[src/rtl/mrtu_pkg.sv]
// mrtu_pkg: types, codes and the crc-16 byte step shared by the modbus rtu master
// no dependencies

package mrtu_pkg;

  localparam int RX_BUFFER_BYTES = 64;
  localparam int RX_AW = $clog2(RX_BUFFER_BYTES);
  localparam int RX_CW = $clog2(RX_BUFFER_BYTES + 1);

  localparam logic [1:0] OP_SEND = 2'd0;
  localparam logic [1:0] OP_BYTE = 2'd1;
  localparam logic [1:0] OP_TICK = 2'd2;

  localparam logic [2:0] KIND_TX      = 3'd0;
  localparam logic [2:0] KIND_REFUSE  = 3'd1;
  localparam logic [2:0] KIND_PAYLOAD = 3'd2;
  localparam logic [2:0] KIND_EXCEPT  = 3'd3;
  localparam logic [2:0] KIND_BAD     = 3'd4;

  localparam logic [15:0] CRC_SEED    = 16'hFFFF;
  localparam logic [15:0] CRC_POLY    = 16'hA001;
  localparam logic [7:0]  EXC_FUNC    = 8'h86;
  localparam logic [15:0] TIMEOUT_RST = 16'd16;

  typedef enum logic [1:0] {
    CMD_SEND,
    CMD_REFUSE,
    CMD_CLOSE
  } cmd_e;

  typedef struct packed {
    logic [1:0]  opcode;
    logic [7:0]  slave_addr;
    logic [7:0]  function_code;
    logic [15:0] start_reg;
    logic [15:0] data_word;
    logic [7:0]  rx_byte;
  } in_beat_t;

  typedef struct packed {
    logic [2:0]  kind;
    logic [7:0]  tx_byte;
    logic [7:0]  payload_byte;
    logic [7:0]  exception_code;
    logic [7:0]  response_function;
    logic        wrong_peer;
    logic [7:0]  query_peer;
    logic [15:0] query_register;
    logic        last;
  } out_beat_t;

  typedef struct packed {
    cmd_e             cmd;
    logic [7:0]       peer;
    logic [7:0]       func;
    logic [15:0]      reg_addr;
    logic [15:0]      data;
    logic [7:0]       q_peer;
    logic [15:0]      q_reg;
    logic [RX_CW-1:0] len;
  } cmd_t;

  typedef struct packed {
    logic             en;
    logic [RX_AW-1:0] addr;
    logic [7:0]       data;
  } wr_t;

  function automatic logic [15:0] crc_step(logic [15:0] acc_in, logic [7:0] b);
    logic [15:0] acc;
    acc = acc_in ^ {8'h00, b};
    for (int i = 0; i < 8; i++) begin
      acc = acc[0] ? ((acc >> 1) ^ CRC_POLY) : (acc >> 1);
    end
    return acc;
  endfunction

endpackage

[src/rtl/mrtu_front.sv]
// mrtu_front: accepts input beats, keeps link state, silence count and rx count,
// writes received bytes and queues send, refuse and close commands; uses mrtu_pkg

module mrtu_front import mrtu_pkg::*; (
  input  logic       clk_i,
  input  logic       rst_ni,
  input  logic       in_valid_i,
  output logic       in_stall_o,
  input  in_beat_t   in_beat_i,
  input  logic       cfg_we_i,
  input  logic [15:0] cfg_data_i,
  input  logic       q_full_i,
  output logic       q_push_o,
  output cmd_t       q_cmd_o,
  input  logic       close_done_i,
  output wr_t        wr_o
);

  localparam logic [1:0] LINK_IDLE    = 2'd0;
  localparam logic [1:0] LINK_WAITING = 2'd1;
  localparam logic [1:0] LINK_DATA    = 2'd2;

  logic [1:0]       link_q, link_d;
  logic [15:0]      silence_q, silence_d;
  logic [15:0]      timeout_q;
  logic [RX_CW-1:0] count_q, count_d, cnt_base;
  logic [7:0]       peer_q, peer_d;
  logic [15:0]      reg_q, reg_d;
  logic [1:0]       close_cnt_q, close_cnt_d;
  logic             at_limit, need_q, acc;

  assign at_limit   = !(silence_q < timeout_q);
  assign need_q     = (in_beat_i.opcode == OP_SEND) ||
                      (in_beat_i.opcode == OP_TICK && at_limit && link_q != LINK_IDLE);
  assign in_stall_o = (need_q && q_full_i) ||
                      (in_beat_i.opcode == OP_BYTE && close_cnt_q != 2'd0);
  assign acc        = in_valid_i && !in_stall_o;
  assign cnt_base   = (link_q == LINK_WAITING) ? '0 : count_q;

  always_comb begin
    link_d    = link_q;
    silence_d = silence_q;
    count_d   = count_q;
    peer_d    = peer_q;
    reg_d     = reg_q;
    q_push_o  = 1'b0;
    q_cmd_o   = '{cmd: CMD_CLOSE, peer: in_beat_i.slave_addr,
                  func: in_beat_i.function_code, reg_addr: in_beat_i.start_reg,
                  data: in_beat_i.data_word, q_peer: peer_q, q_reg: reg_q, len: count_q};
    wr_o      = '{en: 1'b0, addr: cnt_base[RX_AW-1:0], data: in_beat_i.rx_byte};
    if (acc) begin
      case (in_beat_i.opcode)
        OP_SEND: begin
          peer_d         = in_beat_i.slave_addr;
          reg_d          = in_beat_i.start_reg;
          q_cmd_o.q_peer = in_beat_i.slave_addr;
          q_cmd_o.q_reg  = in_beat_i.start_reg;
          q_push_o       = 1'b1;
          if (link_q != LINK_IDLE) begin
            q_cmd_o.cmd = CMD_REFUSE;
          end else begin
            q_cmd_o.cmd = CMD_SEND;
            silence_d   = '0;
            link_d      = LINK_WAITING;
            count_d     = '0;
          end
        end
        OP_BYTE: begin
          silence_d = '0;
          count_d   = cnt_base;
          if (link_q == LINK_WAITING) begin
            link_d = LINK_DATA;
          end
          if ((cnt_base + RX_CW'(1)) < RX_CW'(RX_BUFFER_BYTES)) begin
            wr_o.en = 1'b1;
            count_d = cnt_base + RX_CW'(1);
          end
        end
        OP_TICK: begin
          if (!at_limit) begin
            silence_d = silence_q + 16'd1;
          end else if (link_q != LINK_IDLE) begin
            link_d   = LINK_IDLE;
            q_push_o = 1'b1;
          end
        end
        default: begin
        end
      endcase
    end
  end

  always_comb begin
    close_cnt_d = close_cnt_q;
    if (q_push_o && q_cmd_o.cmd == CMD_CLOSE) begin
      close_cnt_d = close_cnt_d + 2'd1;
    end
    if (close_done_i) begin
      close_cnt_d = close_cnt_d - 2'd1;
    end
  end

  always_ff @(posedge clk_i or negedge rst_ni) begin
    if (!rst_ni) begin
      link_q      <= LINK_IDLE;
      silence_q   <= '0;
      timeout_q   <= TIMEOUT_RST;
      count_q     <= '0;
      peer_q      <= '0;
      reg_q       <= '0;
      close_cnt_q <= '0;
    end else begin
      link_q      <= link_d;
      silence_q   <= silence_d;
      count_q     <= count_d;
      peer_q      <= peer_d;
      reg_q       <= reg_d;
      close_cnt_q <= close_cnt_d;
      if (cfg_we_i) begin
        timeout_q <= cfg_data_i;
      end
    end
  end

endmodule

[src/rtl/mrtu_queue.sv]
// mrtu_queue: two-entry command queue between front and back
// uses mrtu_pkg

module mrtu_queue import mrtu_pkg::*; (
  input  logic clk_i,
  input  logic rst_ni,
  input  logic push_i,
  input  cmd_t cmd_i,
  input  logic pop_i,
  output cmd_t head_o,
  output logic full_o,
  output logic empty_o
);

  cmd_t       ent_q [2];
  logic       wp_q, rp_q;
  logic [1:0] cnt_q;

  assign full_o  = cnt_q == 2'd2;
  assign empty_o = cnt_q == 2'd0;
  assign head_o  = ent_q[rp_q];

  always_ff @(posedge clk_i) begin
    if (push_i) begin
      ent_q[wp_q] <= cmd_i;
    end
  end

  always_ff @(posedge clk_i or negedge rst_ni) begin
    if (!rst_ni) begin
      wp_q  <= 1'b0;
      rp_q  <= 1'b0;
      cnt_q <= '0;
    end else begin
      if (push_i) begin
        wp_q <= !wp_q;
      end
      if (pop_i) begin
        rp_q <= !rp_q;
      end
      cnt_q <= cnt_q + {1'b0, push_i} - {1'b0, pop_i};
    end
  end

endmodule

[src/rtl/mrtu_back.sv]
// mrtu_back: runs queued commands, owns the rx byte memory, checks frame crc
// and drives the registered result beat; uses mrtu_pkg

module mrtu_back import mrtu_pkg::*; (
  input  logic      clk_i,
  input  logic      rst_ni,
  input  logic      q_empty_i,
  input  cmd_t      q_head_i,
  output logic      q_pop_o,
  input  wr_t       wr_i,
  output logic      out_valid_o,
  input  logic      out_stall_i,
  output out_beat_t out_beat_o,
  output logic      close_done_o
);

  localparam logic [2:0] B_IDLE   = 3'd0;
  localparam logic [2:0] B_SEND   = 3'd1;
  localparam logic [2:0] B_SCAN   = 3'd2;
  localparam logic [2:0] B_DECIDE = 3'd3;
  localparam logic [2:0] B_RD     = 3'd4;
  localparam logic [2:0] B_EMIT   = 3'd5;
  localparam logic [2:0] B_REFUSE = 3'd6;
  localparam logic [2:0] B_SHORT  = 3'd7;

  logic [7:0]       mem [RX_BUFFER_BYTES];
  logic [7:0]       rd_data_q;
  logic [2:0]       st_q, st_d;
  cmd_t             cmd_q, cmd_d;
  logic [RX_CW-1:0] idx_q, idx_d, pidx_q, pidx_d;
  logic             pend_q, pend_d;
  logic [15:0]      crc_q, crc_d;
  logic [7:0]       b0_q, b0_d, b1_q, b1_d, b2_q, b2_d, lo_q, lo_d, hi_q, hi_d;
  logic             ov_q, ov_d;
  out_beat_t        ob_q, ob_d, base;
  logic             can_emit;
  logic [7:0]       tx_b;

  always_ff @(posedge clk_i) begin
    if (wr_i.en) begin
      mem[wr_i.addr] <= wr_i.data;
    end
    rd_data_q <= mem[idx_q[RX_AW-1:0]];
  end

  assign can_emit    = !ov_q || !out_stall_i;
  assign q_pop_o     = (st_q == B_IDLE) && !q_empty_i;
  assign out_valid_o = ov_q;
  assign out_beat_o  = ob_q;

  always_comb begin
    base                = '0;
    base.query_peer     = cmd_q.q_peer;
    base.query_register = cmd_q.q_reg;
  end

  always_comb begin
    case (idx_q[2:0])
      3'd0:    tx_b = cmd_q.peer;
      3'd1:    tx_b = cmd_q.func;
      3'd2:    tx_b = cmd_q.reg_addr[15:8];
      3'd3:    tx_b = cmd_q.reg_addr[7:0];
      3'd4:    tx_b = cmd_q.data[15:8];
      3'd5:    tx_b = cmd_q.data[7:0];
      3'd6:    tx_b = crc_q[7:0];
      default: tx_b = crc_q[15:8];
    endcase
  end

  always_comb begin
    st_d         = st_q;
    cmd_d        = cmd_q;
    idx_d        = idx_q;
    pidx_d       = pidx_q;
    pend_d       = 1'b0;
    crc_d        = crc_q;
    b0_d         = b0_q;
    b1_d         = b1_q;
    b2_d         = b2_q;
    lo_d         = lo_q;
    hi_d         = hi_q;
    ov_d         = ov_q && out_stall_i;
    ob_d         = ob_q;
    close_done_o = 1'b0;
    unique case (st_q)
      B_IDLE: begin
        if (!q_empty_i) begin
          cmd_d = q_head_i;
          idx_d = '0;
          crc_d = CRC_SEED;
          case (q_head_i.cmd)
            CMD_SEND:   st_d = B_SEND;
            CMD_REFUSE: st_d = B_REFUSE;
            default:    st_d = (q_head_i.len <= RX_CW'(4)) ? B_SHORT : B_SCAN;
          endcase
        end
      end
      B_SEND: begin
        if (can_emit) begin
          ov_d         = 1'b1;
          ob_d         = base;
          ob_d.kind    = KIND_TX;
          ob_d.tx_byte = tx_b;
          ob_d.last    = idx_q[2:0] == 3'd7;
          if (idx_q[2:0] < 3'd6) begin
            crc_d = crc_step(crc_q, tx_b);
          end
          idx_d = idx_q + RX_CW'(1);
          if (idx_q[2:0] == 3'd7) begin
            st_d = B_IDLE;
          end
        end
      end
      B_REFUSE: begin
        if (can_emit) begin
          ov_d      = 1'b1;
          ob_d      = base;
          ob_d.kind = KIND_REFUSE;
          ob_d.last = 1'b1;
          st_d      = B_IDLE;
        end
      end
      B_SHORT: begin
        if (can_emit) begin
          ov_d         = 1'b1;
          ob_d         = base;
          ob_d.kind    = KIND_BAD;
          ob_d.last    = 1'b1;
          close_done_o = 1'b1;
          st_d         = B_IDLE;
        end
      end
      B_SCAN: begin
        if (idx_q < cmd_q.len) begin
          pend_d = 1'b1;
          pidx_d = idx_q;
          idx_d  = idx_q + RX_CW'(1);
        end
        if (pend_q) begin
          if (pidx_q < cmd_q.len - RX_CW'(2)) begin
            crc_d = crc_step(crc_q, rd_data_q);
          end
          if (pidx_q == RX_CW'(0)) begin
            b0_d = rd_data_q;
          end
          if (pidx_q == RX_CW'(1)) begin
            b1_d = rd_data_q;
          end
          if (pidx_q == RX_CW'(2)) begin
            b2_d = rd_data_q;
          end
          if (pidx_q == cmd_q.len - RX_CW'(2)) begin
            lo_d = rd_data_q;
          end
          if (pidx_q == cmd_q.len - RX_CW'(1)) begin
            hi_d   = rd_data_q;
            pend_d = 1'b0;
            st_d   = B_DECIDE;
          end
        end
      end
      B_DECIDE: begin
        if (crc_q != {hi_q, lo_q}) begin
          if (can_emit) begin
            ov_d         = 1'b1;
            ob_d         = base;
            ob_d.kind    = KIND_BAD;
            ob_d.last    = 1'b1;
            close_done_o = 1'b1;
            st_d         = B_IDLE;
          end
        end else if (b1_q == EXC_FUNC) begin
          if (can_emit) begin
            ov_d                   = 1'b1;
            ob_d                   = base;
            ob_d.kind              = KIND_EXCEPT;
            ob_d.exception_code    = b2_q;
            ob_d.response_function = b1_q;
            ob_d.wrong_peer        = b0_q != cmd_q.q_peer;
            ob_d.last              = 1'b1;
            close_done_o           = 1'b1;
            st_d                   = B_IDLE;
          end
        end else begin
          idx_d = RX_CW'(2);
          st_d  = B_RD;
        end
      end
      B_RD: begin
        st_d = B_EMIT;
      end
      B_EMIT: begin
        if (can_emit) begin
          ov_d                   = 1'b1;
          ob_d                   = base;
          ob_d.kind              = KIND_PAYLOAD;
          ob_d.payload_byte      = rd_data_q;
          ob_d.response_function = b1_q;
          ob_d.wrong_peer        = b0_q != cmd_q.q_peer;
          ob_d.last              = idx_q == cmd_q.len - RX_CW'(3);
          if (idx_q == cmd_q.len - RX_CW'(3)) begin
            close_done_o = 1'b1;
            st_d         = B_IDLE;
          end else begin
            idx_d = idx_q + RX_CW'(1);
            st_d  = B_RD;
          end
        end
      end
      default: st_d = B_IDLE;
    endcase
  end

  always_ff @(posedge clk_i) begin
    cmd_q  <= cmd_d;
    pidx_q <= pidx_d;
    crc_q  <= crc_d;
    b0_q   <= b0_d;
    b1_q   <= b1_d;
    b2_q   <= b2_d;
    lo_q   <= lo_d;
    hi_q   <= hi_d;
    ob_q   <= ob_d;
  end

  always_ff @(posedge clk_i or negedge rst_ni) begin
    if (!rst_ni) begin
      st_q   <= B_IDLE;
      idx_q  <= '0;
      pend_q <= 1'b0;
      ov_q   <= 1'b0;
    end else begin
      st_q   <= st_d;
      idx_q  <= idx_d;
      pend_q <= pend_d;
      ov_q   <= ov_d;
    end
  end

endmodule

[src/rtl/modbus_rtu_master_transaction.sv]
// modbus rtu master: the front takes byte, tick and config beats; a send gives 8 tx beats
// one per cycle while the output does not stall; a frame close reads the rx memory one byte
// a cycle, then gives each payload beat from a B_RD read state and a B_EMIT state
// a two-entry command queue lets the front take beats while the back works
// reset clears all control state, timeout_ticks returns to 16; rx memory stays undefined
// depends on mrtu_pkg, mrtu_front, mrtu_queue, mrtu_back

module modbus_rtu_master_transaction import mrtu_pkg::*; (
  input  logic        clk_i,
  input  logic        rst_ni,
  input  logic        in_valid_i,
  output logic        in_stall_o,
  input  in_beat_t    in_beat_i,
  output logic        out_valid_o,
  input  logic        out_stall_i,
  output out_beat_t   out_beat_o,
  input  logic        cfg_we_i,
  input  logic [15:0] cfg_data_i
);

  logic q_full, q_empty, q_push, q_pop, close_done;
  cmd_t q_cmd, q_head;
  wr_t  wr;

  mrtu_front u_front (
    .clk_i        (clk_i),
    .rst_ni       (rst_ni),
    .in_valid_i   (in_valid_i),
    .in_stall_o   (in_stall_o),
    .in_beat_i    (in_beat_i),
    .cfg_we_i     (cfg_we_i),
    .cfg_data_i   (cfg_data_i),
    .q_full_i     (q_full),
    .q_push_o     (q_push),
    .q_cmd_o      (q_cmd),
    .close_done_i (close_done),
    .wr_o         (wr)
  );

  mrtu_queue u_queue (
    .clk_i   (clk_i),
    .rst_ni  (rst_ni),
    .push_i  (q_push),
    .cmd_i   (q_cmd),
    .pop_i   (q_pop),
    .head_o  (q_head),
    .full_o  (q_full),
    .empty_o (q_empty)
  );

  mrtu_back u_back (
    .clk_i        (clk_i),
    .rst_ni       (rst_ni),
    .q_empty_i    (q_empty),
    .q_head_i     (q_head),
    .q_pop_o      (q_pop),
    .wr_i         (wr),
    .out_valid_o  (out_valid_o),
    .out_stall_i  (out_stall_i),
    .out_beat_o   (out_beat_o),
    .close_done_o (close_done)
  );

endmodule

[config.mk]
export PLATFORM = sky130hd
export DESIGN_NAME = modbus_rtu_master_transaction
export DESIGN_NICKNAME = d
export VERILOG_FILES = /design/src/rtl/mrtu_pkg.sv /design/src/rtl/mrtu_front.sv /design/src/rtl/mrtu_queue.sv /design/src/rtl/mrtu_back.sv /design/src/rtl/modbus_rtu_master_transaction.sv
export SDC_FILE = /design/constraint.sdc
export NUM_CORES = 1
export LEC_CHECK = 0
export BUFFER_PORTS_ARGS = -buffer_cell sky130_fd_sc_hd__buf_2
export CAP_MARGIN = 25
export CORE_MARGIN = 1.5
export CORE_UTILIZATION = 23
export CTS_CLUSTER_DIAMETER = 30
export CTS_CLUSTER_SIZE = 40
export DETAILED_ROUTE_END_ITERATION = 8
export SLEW_MARGIN = 20
export SYNTH_ARGS = -nofsm -noshare
export SYNTH_HDL_FRONTEND = slang
export SYNTH_HIERARCHICAL = 1
export SYNTH_SLANG_ARGS = --single-unit
[constraint.sdc]
create_clock -name clk_i -period 10.5 [get_ports clk_i]
set_input_delay 0 -clock clk_i [delete_from_list [all_inputs] [get_ports clk_i]]
set_output_delay 0 -clock clk_i [all_outputs]
set_load 0.005 [all_outputs]
==> results by group, run 1 <==
Run status
  – Status: complete, no violations

Timing
  – Count of final setup violators: 0
  – Hold Worst Slack: just over 50 ps
  – Final slew viol count: 0
  – Clock Skew: between 30 and 40 ps
  – Slew margin rel.: 36.01%
  – Hold Fails Final Rpt: 0
  – Ratio of final minimum period to clock period: a little under half
  – Post-route minimum period: a little under 5000 ps
  – RSZ-0062 raised after global routing: false
  – Worst-Margin Slew: about 960 ps
  – Max Fclk: about 200 MHz
  – Final setup TNS: 0 ps

Clocking
  – Clk_lat worst skew: around 750 ps
  – Clock root buffer: clkbuf_16
  – Clock-pin slew on the worst setup and hold paths: around 60 ps
  – CTS buffer count: ~150
  – Setup Fix Bufs, Post-CTS: 0
  – Max Buffers Root-to-Sink: 3
  – Post-CTS sizing: 0
  – H-tree depth: 4
  – CTS tree: built
  – # clock sinks: between 900 and 1,000

Setup path
  – CP Data Required Time: ~11,000 ps
  – CP Buf/Inv Count: 0
  – Slowest cell on the critical path: nor2_1
  – Crit path max-delay family: simple AND/OR/NAND/NOR gates
  – CP Cell Sequence: nand2b_1 -> and2_1 -> ha_1 -> nand2_1 -> or3_1 -> ha_1 -> nand2_1 -> nor3b_1 -> nand3_1 -> nor2_1
  – CP arrival: roughly 5300 ps
  – Critical path type: reg2reg
  – CP Capture Type: flip-flop
  – Largest stage delay, worst path: between 800 and 900 ps
  – Worst Path Max Fanout: 13
  – CP Launch Type: flip-flop

Yosys
  – Commonest cells post-synth: 877 x edfxtp_1, 168 x mux4_2, 117 x nor2_1, 83 x mux2_2
  – Most common cell in the synthesized netlist: edfxtp_1
  – Avg Cell Area, Syn: roughly 18 µm²
  – EDFF count, synth: between 800 and 900
  – Yosys top cell area share: 65.03%
  – Synth Warn #: 6
  – Syn_nets: 2,369
  – Netlist Area Pre-Place: between 40,000 and 50,000 µm²
  – Post-synth top area cell: edfxtp_1
  – Ys flop type: edfxtp_1
  – Top cells by area, synth: edfxtp_1 65%, mux4_2 9.3%, dfrtp_1 5.1%, mux2_4 2.9%, mux2_2 2.3%
  – Seq/Total Area, Yosys: 70.56%
  – Mapped Cells: roughly 2,200
  – Unique masters post-synth: 85
  – Post-synthesis register bit count: 968
  – Post-synth ARST share: between 8 and 9%

Die
  – Die W: between 400 and 500 µm
  – DIE AREA: 178,600 µm²
  – Overall die height: between 400 and 500 µm
  – Core Box Area: 174,400 µm²
  – IO Count: roughly 140
  – Number of cell rows: between 150 and 200
  – Initial core utilization: between 20% and 30%

GRT
  – Grt ovf: 0
  – Vias in the first global route: 21,650
  – First-pass GRT wire length: 145,300 µm
  – Grt peak-use layer: met2
  – Initial antenna violation count: 3
  – Largest net degree at the start of global routing: 85
  – Total track usage: between 10% and 20%
  – Met1 usage: 14.01%
  – GR Util met2: between 10% and 20%
  – Global-route met3 utilization: ~2.3%

Place
  – Routability congestion estimate from global placement: approximately 0.8
  – HPWL after detailed placement: 61,780 µm
  – Port bufs: 141
  – DP Area: about 43,000 µm²

Final layout
  – Share of post-route cells with drive strength above 1: a little under a third
  – Layout area overhead: 23.97%
  – Post-route design area: around 50,000 µm²
  – Post-layout nets: 2,666

Route
  – Vias: approximately 21,000
  – Routed len/inst: a little under 20 µm
  – Post-Route WL: 97,620 µm
  – Final ANT Viol Nets: 0
  – DR iter-0 viols: around 1,800
  – Vias per cell: 4.260
  – Drc violations: 0
  – DRT Pass-1 Iters: 5

Power
  – Power, Total: about 14 mW
  – PD cells: between 200 and 300 nW/µm²
  – Maximum vdd drop: around 0.21 mV
  – P_leak: roughly 17 nW

Run
  – Max-Cap Viols: 0

Hold path
  – Min-delay worst type: in2reg
## state kept, by name (all words and copies together), names as in the netlist, 16 cells and up
name,cells
u_front/silence_q,16
u_front/timeout_q,16
u_queue/ent_q,162
u_back/out_beat_o,61
u_back/base,24
u_front/reg_q,16
u_back/crc_q,16
u_back/mem,512
u_back/cmd_q,55
## layout by cell type, fill, tap and decap left out, types with 54 or more instances in the layout
cell / synthesis / routed
edfxtp_1: 877 / 877
mux4_2: 168 / 168
clkbuf_16: 0 / 153
dlygate4sd3_1: 0 / 144
buf_2: 3 / 132
nor2_1: 117 / 116
mux2_2: 83 / 83
nand2_1: 82 / 81
mux2_4: 79 / 79
xnor2_1: 78 / 78
dfrtp_1: 82 / 78
o21ai_0: 55 / 54
## what timing repair did
item,4_1_cts,5_1_grt
endpoints found under the hold margin,807,5
hold buffers,143,1
setup endpoints to repair,0,0
## path summary, 6_finish.rpt
path | start | endpoint | slack (ps) | depth (start not counted)
max in group asynchronous | rst_ni | u_front/reg_q[15]$_DFFE_PN0P_ | 9160 | 4
setup reg to reg | u_front/link_q[1]$_DFFE_PN0P_ | u_back/mem[57][3]$_DFFE_PP_ | 5570 | 10
hold reg to reg | u_front/count_q[0]$_DFFE_PN0P_ | u_queue/ent_q[0][0]$_DFFE_PP_ | 480 | 0
hold / removal | in_beat_i[10] | u_queue/ent_q[1][33]$_DFFE_PP_ | 50 | 2
min in group asynchronous | rst_ni | u_front/reg_q[5]$_DFFE_PN0P_ | 470 | 4
setup / recovery | u_front/link_q[1]$_DFFE_PN0P_ | u_back/mem[57][3]$_DFFE_PP_ | 5570 | 10
## layer usage
metal	up-vias	wire (µm)
met2	690	48440
met3	149	5525
met5	-	0
li1	9419	-
met4	0	2104
met1	11020	41550
## worst register-to-register path, delay by kind of cell (launching register included)
family	cells	cell delay, ps
DFF	1	390
and+or+nand+nor	8	3480
adders and majority gates	2	690
## per-stage QoR
stage,util (%),std cells,setup WS [ps]
after floorplan,-,2240,359.1
after global placement,24.85,4560,5781
after detailed placement,24.86,4561,5678
after CTS,28.74,4988,5670
after global routing,28.79,4993,5371
final,28.79,4994,5572
## logic make-up after synthesis
group,count (synthesis),share of synthesized area [%]
XOR/XNOR,103,2.320
flip-flops,968,70.56
AO/OA/AOI/OAI,207,3.578
AND/OR/NAND/NOR,362,4.359
multiplexers,335,14.70
adder cells (fa/ha/maj),50,1.545
buffers and inverters,215,2.938
## where the power goes
group          total [mW]  leakage, nW  internal [mW]  switching (mW)
logic                3.64         5.13           1.72            1.92
registers            5.36         9.07           4.88           0.474
clock network        5.11         2.57           3.16            1.95
total                14.1         16.8           9.77            4.34
## cell type report
class | instances | area (µm²)
well taps | 2325 | 2909
repair buffers | 308 | 2396
clock inverters | 117 | 1420
fillers | 17090 | 124200
flip-flops and latches | 968 | 28590
inverters | 50 | 187.7
multi-input cells | 1057 | 10780
diodes | 2 | 5.005
clock buffers | 167 | 3921
No activity file was read; power rests on OpenSTA's default activity.
==> run 2, diff against run 1 <==
clock period = 4.9 ns   (was 10.5 ns; I/O delays follow)
==> run 2 against run 1 <==
  * Wire length down 2.1%
  * Non-clock buffer count is 51 higher
  * Global-route usage is 0.24 points lower
  * Maximum frequency grew 16%
  * Hold slack worse by 17 ps
  * Final area is 0.37% lower
  * Count of clock-buffer cells in the layout is 6 lower
==> results by group, run 2 (synthesis gave the netlist of run 1 again) <==
Run status
  – Status: complete, no violations

Timing
  – Post-route minimum period: ~4300 ps
  – Final setup TNS: 0 ps
  – RSZ-0062 raised after global routing: false
  – Hold Fails Final Rpt: 0
  – Ratio of final minimum period to clock period: 86.87%
  – Clock Skew: around 28 ps
  – Final slew viol count: 0
  – Count of final setup violators: 0
  – Slew margin rel.: 40.38%
  – Worst-Margin Slew: between 800 and 900 ps
  – Max Fclk: 234.9 MHz
  – Fin worst setup slack: ~640 ps

Setup path
  – CP Capture Type: flip-flop
  – Worst r2r src: u_front/link_q[1]$_DFFE_PN0P_
  – Critical path type: reg2reg
  – CP Data Required Time: roughly 5300 ps
  – CP arrival: approximately 4600 ps
  – Slowest cell on the critical path: nor2_1
  – Worst r2r path cells: 11
  – Launch point of the worst path: u_front/link_q[1]$_DFFE_PN0P_
  – Capturing point of the worst reg2reg path: u_back/mem[17][3]$_DFFE_PP_
  – CP Buf/Inv Count: 1
  – CP Launch Type: flip-flop
  – Largest stage delay, worst path: 760 ps
  – CP Cell Sequence: nand2b_1 -> and2_1 -> ha_1 -> nand2_1 -> or3_1 -> ha_1 -> nand2_1 -> nor3b_1 -> buf_4 -> nand3_1 -> nor2_1
  – Worst Path Max Fanout: 13
  – R2R Setup Slk: roughly 640 ps
  – Crit path capture: u_back/mem[17][3]$_DFFE_PP_
  – Crit path depth: 11
  – Crit path max-delay family: simple AND/OR/NAND/NOR gates

Die
  – DIE AREA: roughly 180,000 µm²
  – Overall die height: 422.6 µm
  – Number of cell rows: 153
  – Die W: between 400 and 500 µm
  – Core Box Area: roughly 170,000 µm²
  – Initial core utilization: a little under a quarter
  – IO Count: roughly 140

Place
  – Routability congestion estimate from global placement: just over 0.8
  – HPWL after detailed placement: 61,050 µm
  – Port bufs: ~140
  – Placement Setup Slack: ~700 ps

GRT
  – Vias in the first global route: 22,130
  – First-pass GRT wire length: approximately 140,000 µm
  – Initial antenna violation count: 3
  – Total track usage: 10.57%
  – Grt ovf: 0
  – Largest net degree at the start of global routing: 89

Final layout
  – Fill count: roughly 17,000
  – Final core utilization: between 20% and 30%
  – Number of flip-flops in the largest register: 512
  – Most frequent cells in the layout: 877 x edfxtp_1, 168 x mux4_2, 146 x clkbuf_16, 140 x buf_2, 137 x dlygate4sd3_1
  – Largest register by flop count: u_back/mem
  – Layout area overhead: 23.51%
  – Most common cell after layout, fill and taps aside: edfxtp_1
  – Share of post-route cells with drive strength above 1: 30.64%
  – Post-layout nets: 2,708

Route
  – DRT Pass-1 Iters: 8
  – Vias per cell: roughly 4.2
  – Drc violations: 0
  – Routed len/inst: ~19 µm
  – DR iter-0 viols: roughly 1,700
  – Post-Route WL: 95,560 µm
  – Final ANT Viol Nets: 0
  – Vias: 21,190

Clocking
  – Max Buffers Root-to-Sink: 3
  – # clock sinks: between 900 and 1,000
  – CTS buffer count: around 140
  – H-tree depth: 4
  – Clk_lat worst skew: 740 ps
  – CTS tree: built
  – Clock root buffer: clkbuf_16
  – Setup Fix Bufs, Post-CTS: 0
  – Clock-pin slew on the worst setup and hold paths: around 60 ps

Power
  – P_leak: approximately 17 nW
  – Maximum vdd drop: about 0.56 mV
  – PD cells: around 600 nW/µm²

Hold path
  – Min-delay worst type: in2reg

Run
  – Max-Cap Viols: 0
run 2: cell count changes in the layout (fill, tap and decap cells not counted), moves of 4 or more:
cell | before | now
clkinv_4 | 17 | 10
buf_2 | 132 | 140
dlygate4sd3_1 | 144 | 137
buf_4 | 27 | 74
bufinv_16 | 15 | 6
clkbuf_1 | 10 | 14
clkinv_1 | 6 | 17
inv_6 | 26 | 19
buf_12 | 1 | 6
clkbuf_16 | 153 | 146
run 2: worst register-to-register path, delay by kind of cell (launching register included):
kind / cells / cell delay [ps]
and+or+nand+nor: 8 / 2600
adders and majority gates: 2 / 700
DFF: 1 / 400
buffers and inverters: 1 / 190
run 2: cell type report:
type | instances | area, µm² | share of cell area, %
Timing Repair Buffer | 359 | 2803 | 5.603
Multi-Input combinational cell | 1057 | 10780 | 21.56
Clock buffer | 161 | 3720 | 7.437
Sequential cell | 968 | 28590 | 57.15
Inverter | 50 | 187.7 | 0.3752
Tap cell | 2325 | 2909 | 5.816
Clock inverter | 104 | 1021 | 2.041
Antenna cell | 3 | 7.507 | 0.01501
run 2: metrics by stage:
step	hold WS, ps	area [µm²]	total power [mW]	instances
final	34.75	50020	29.22	5027
after global routing	18.56	50020	30.46	5027
after CTS	0.5038	50010	29.50	5024
after detailed placement	46.58	43870	19.36	4621
after global placement	36.60	43850	19.31	4620
after floorplan	-295.6	40520	17.03	2240
run 2: worst min-delay path by stage:
stage	from	end	slack [ps]	cells after the start
detailed placement	rst_ni	u_front/reg_q[4]$_DFFE_PN0P_	50	1
floorplan	rst_ni	u_back/idx_q[0]$_DFFE_PN0P_	-300	0
finish	in_beat_i[50]	u_queue/ent_q[1][73]$_DFFE_PP_	30	2
global route	in_beat_i[9]	u_queue/ent_q[0][32]$_DFFE_PP_	20	2
global placement	rst_ni	u_front/reg_q[10]$_DFFE_PN0P_	40	1
CTS	in_beat_i[53]	u_queue/ent_q[0][76]$_DFFE_PP_	0.5	2
run 2: power breakdown:
group          leakage [nW]  switching [mW]  internal (mW)
clock network          2.29            3.97           5.95
logic                  5.42            4.09           3.72
registers              9.07            1.02           10.5
run 2: per-layer routing:
metal,vias to the layer above,global-route usage (%),share of wire (%)
met2,617,18.27,51
met5,-,0,0
li1,9481,-,-
met4,0,3.969,2.8
met3,154,1.969,5.0
met1,10930,13.02,41
run 2: timing repair:
action | 4_1_cts | 5_1_grt
endpoints found under the hold margin | 775 | 0
hold buffers | 138 | 0
gates resized for setup | 0 | 0
setup endpoints to repair | 0 | 0
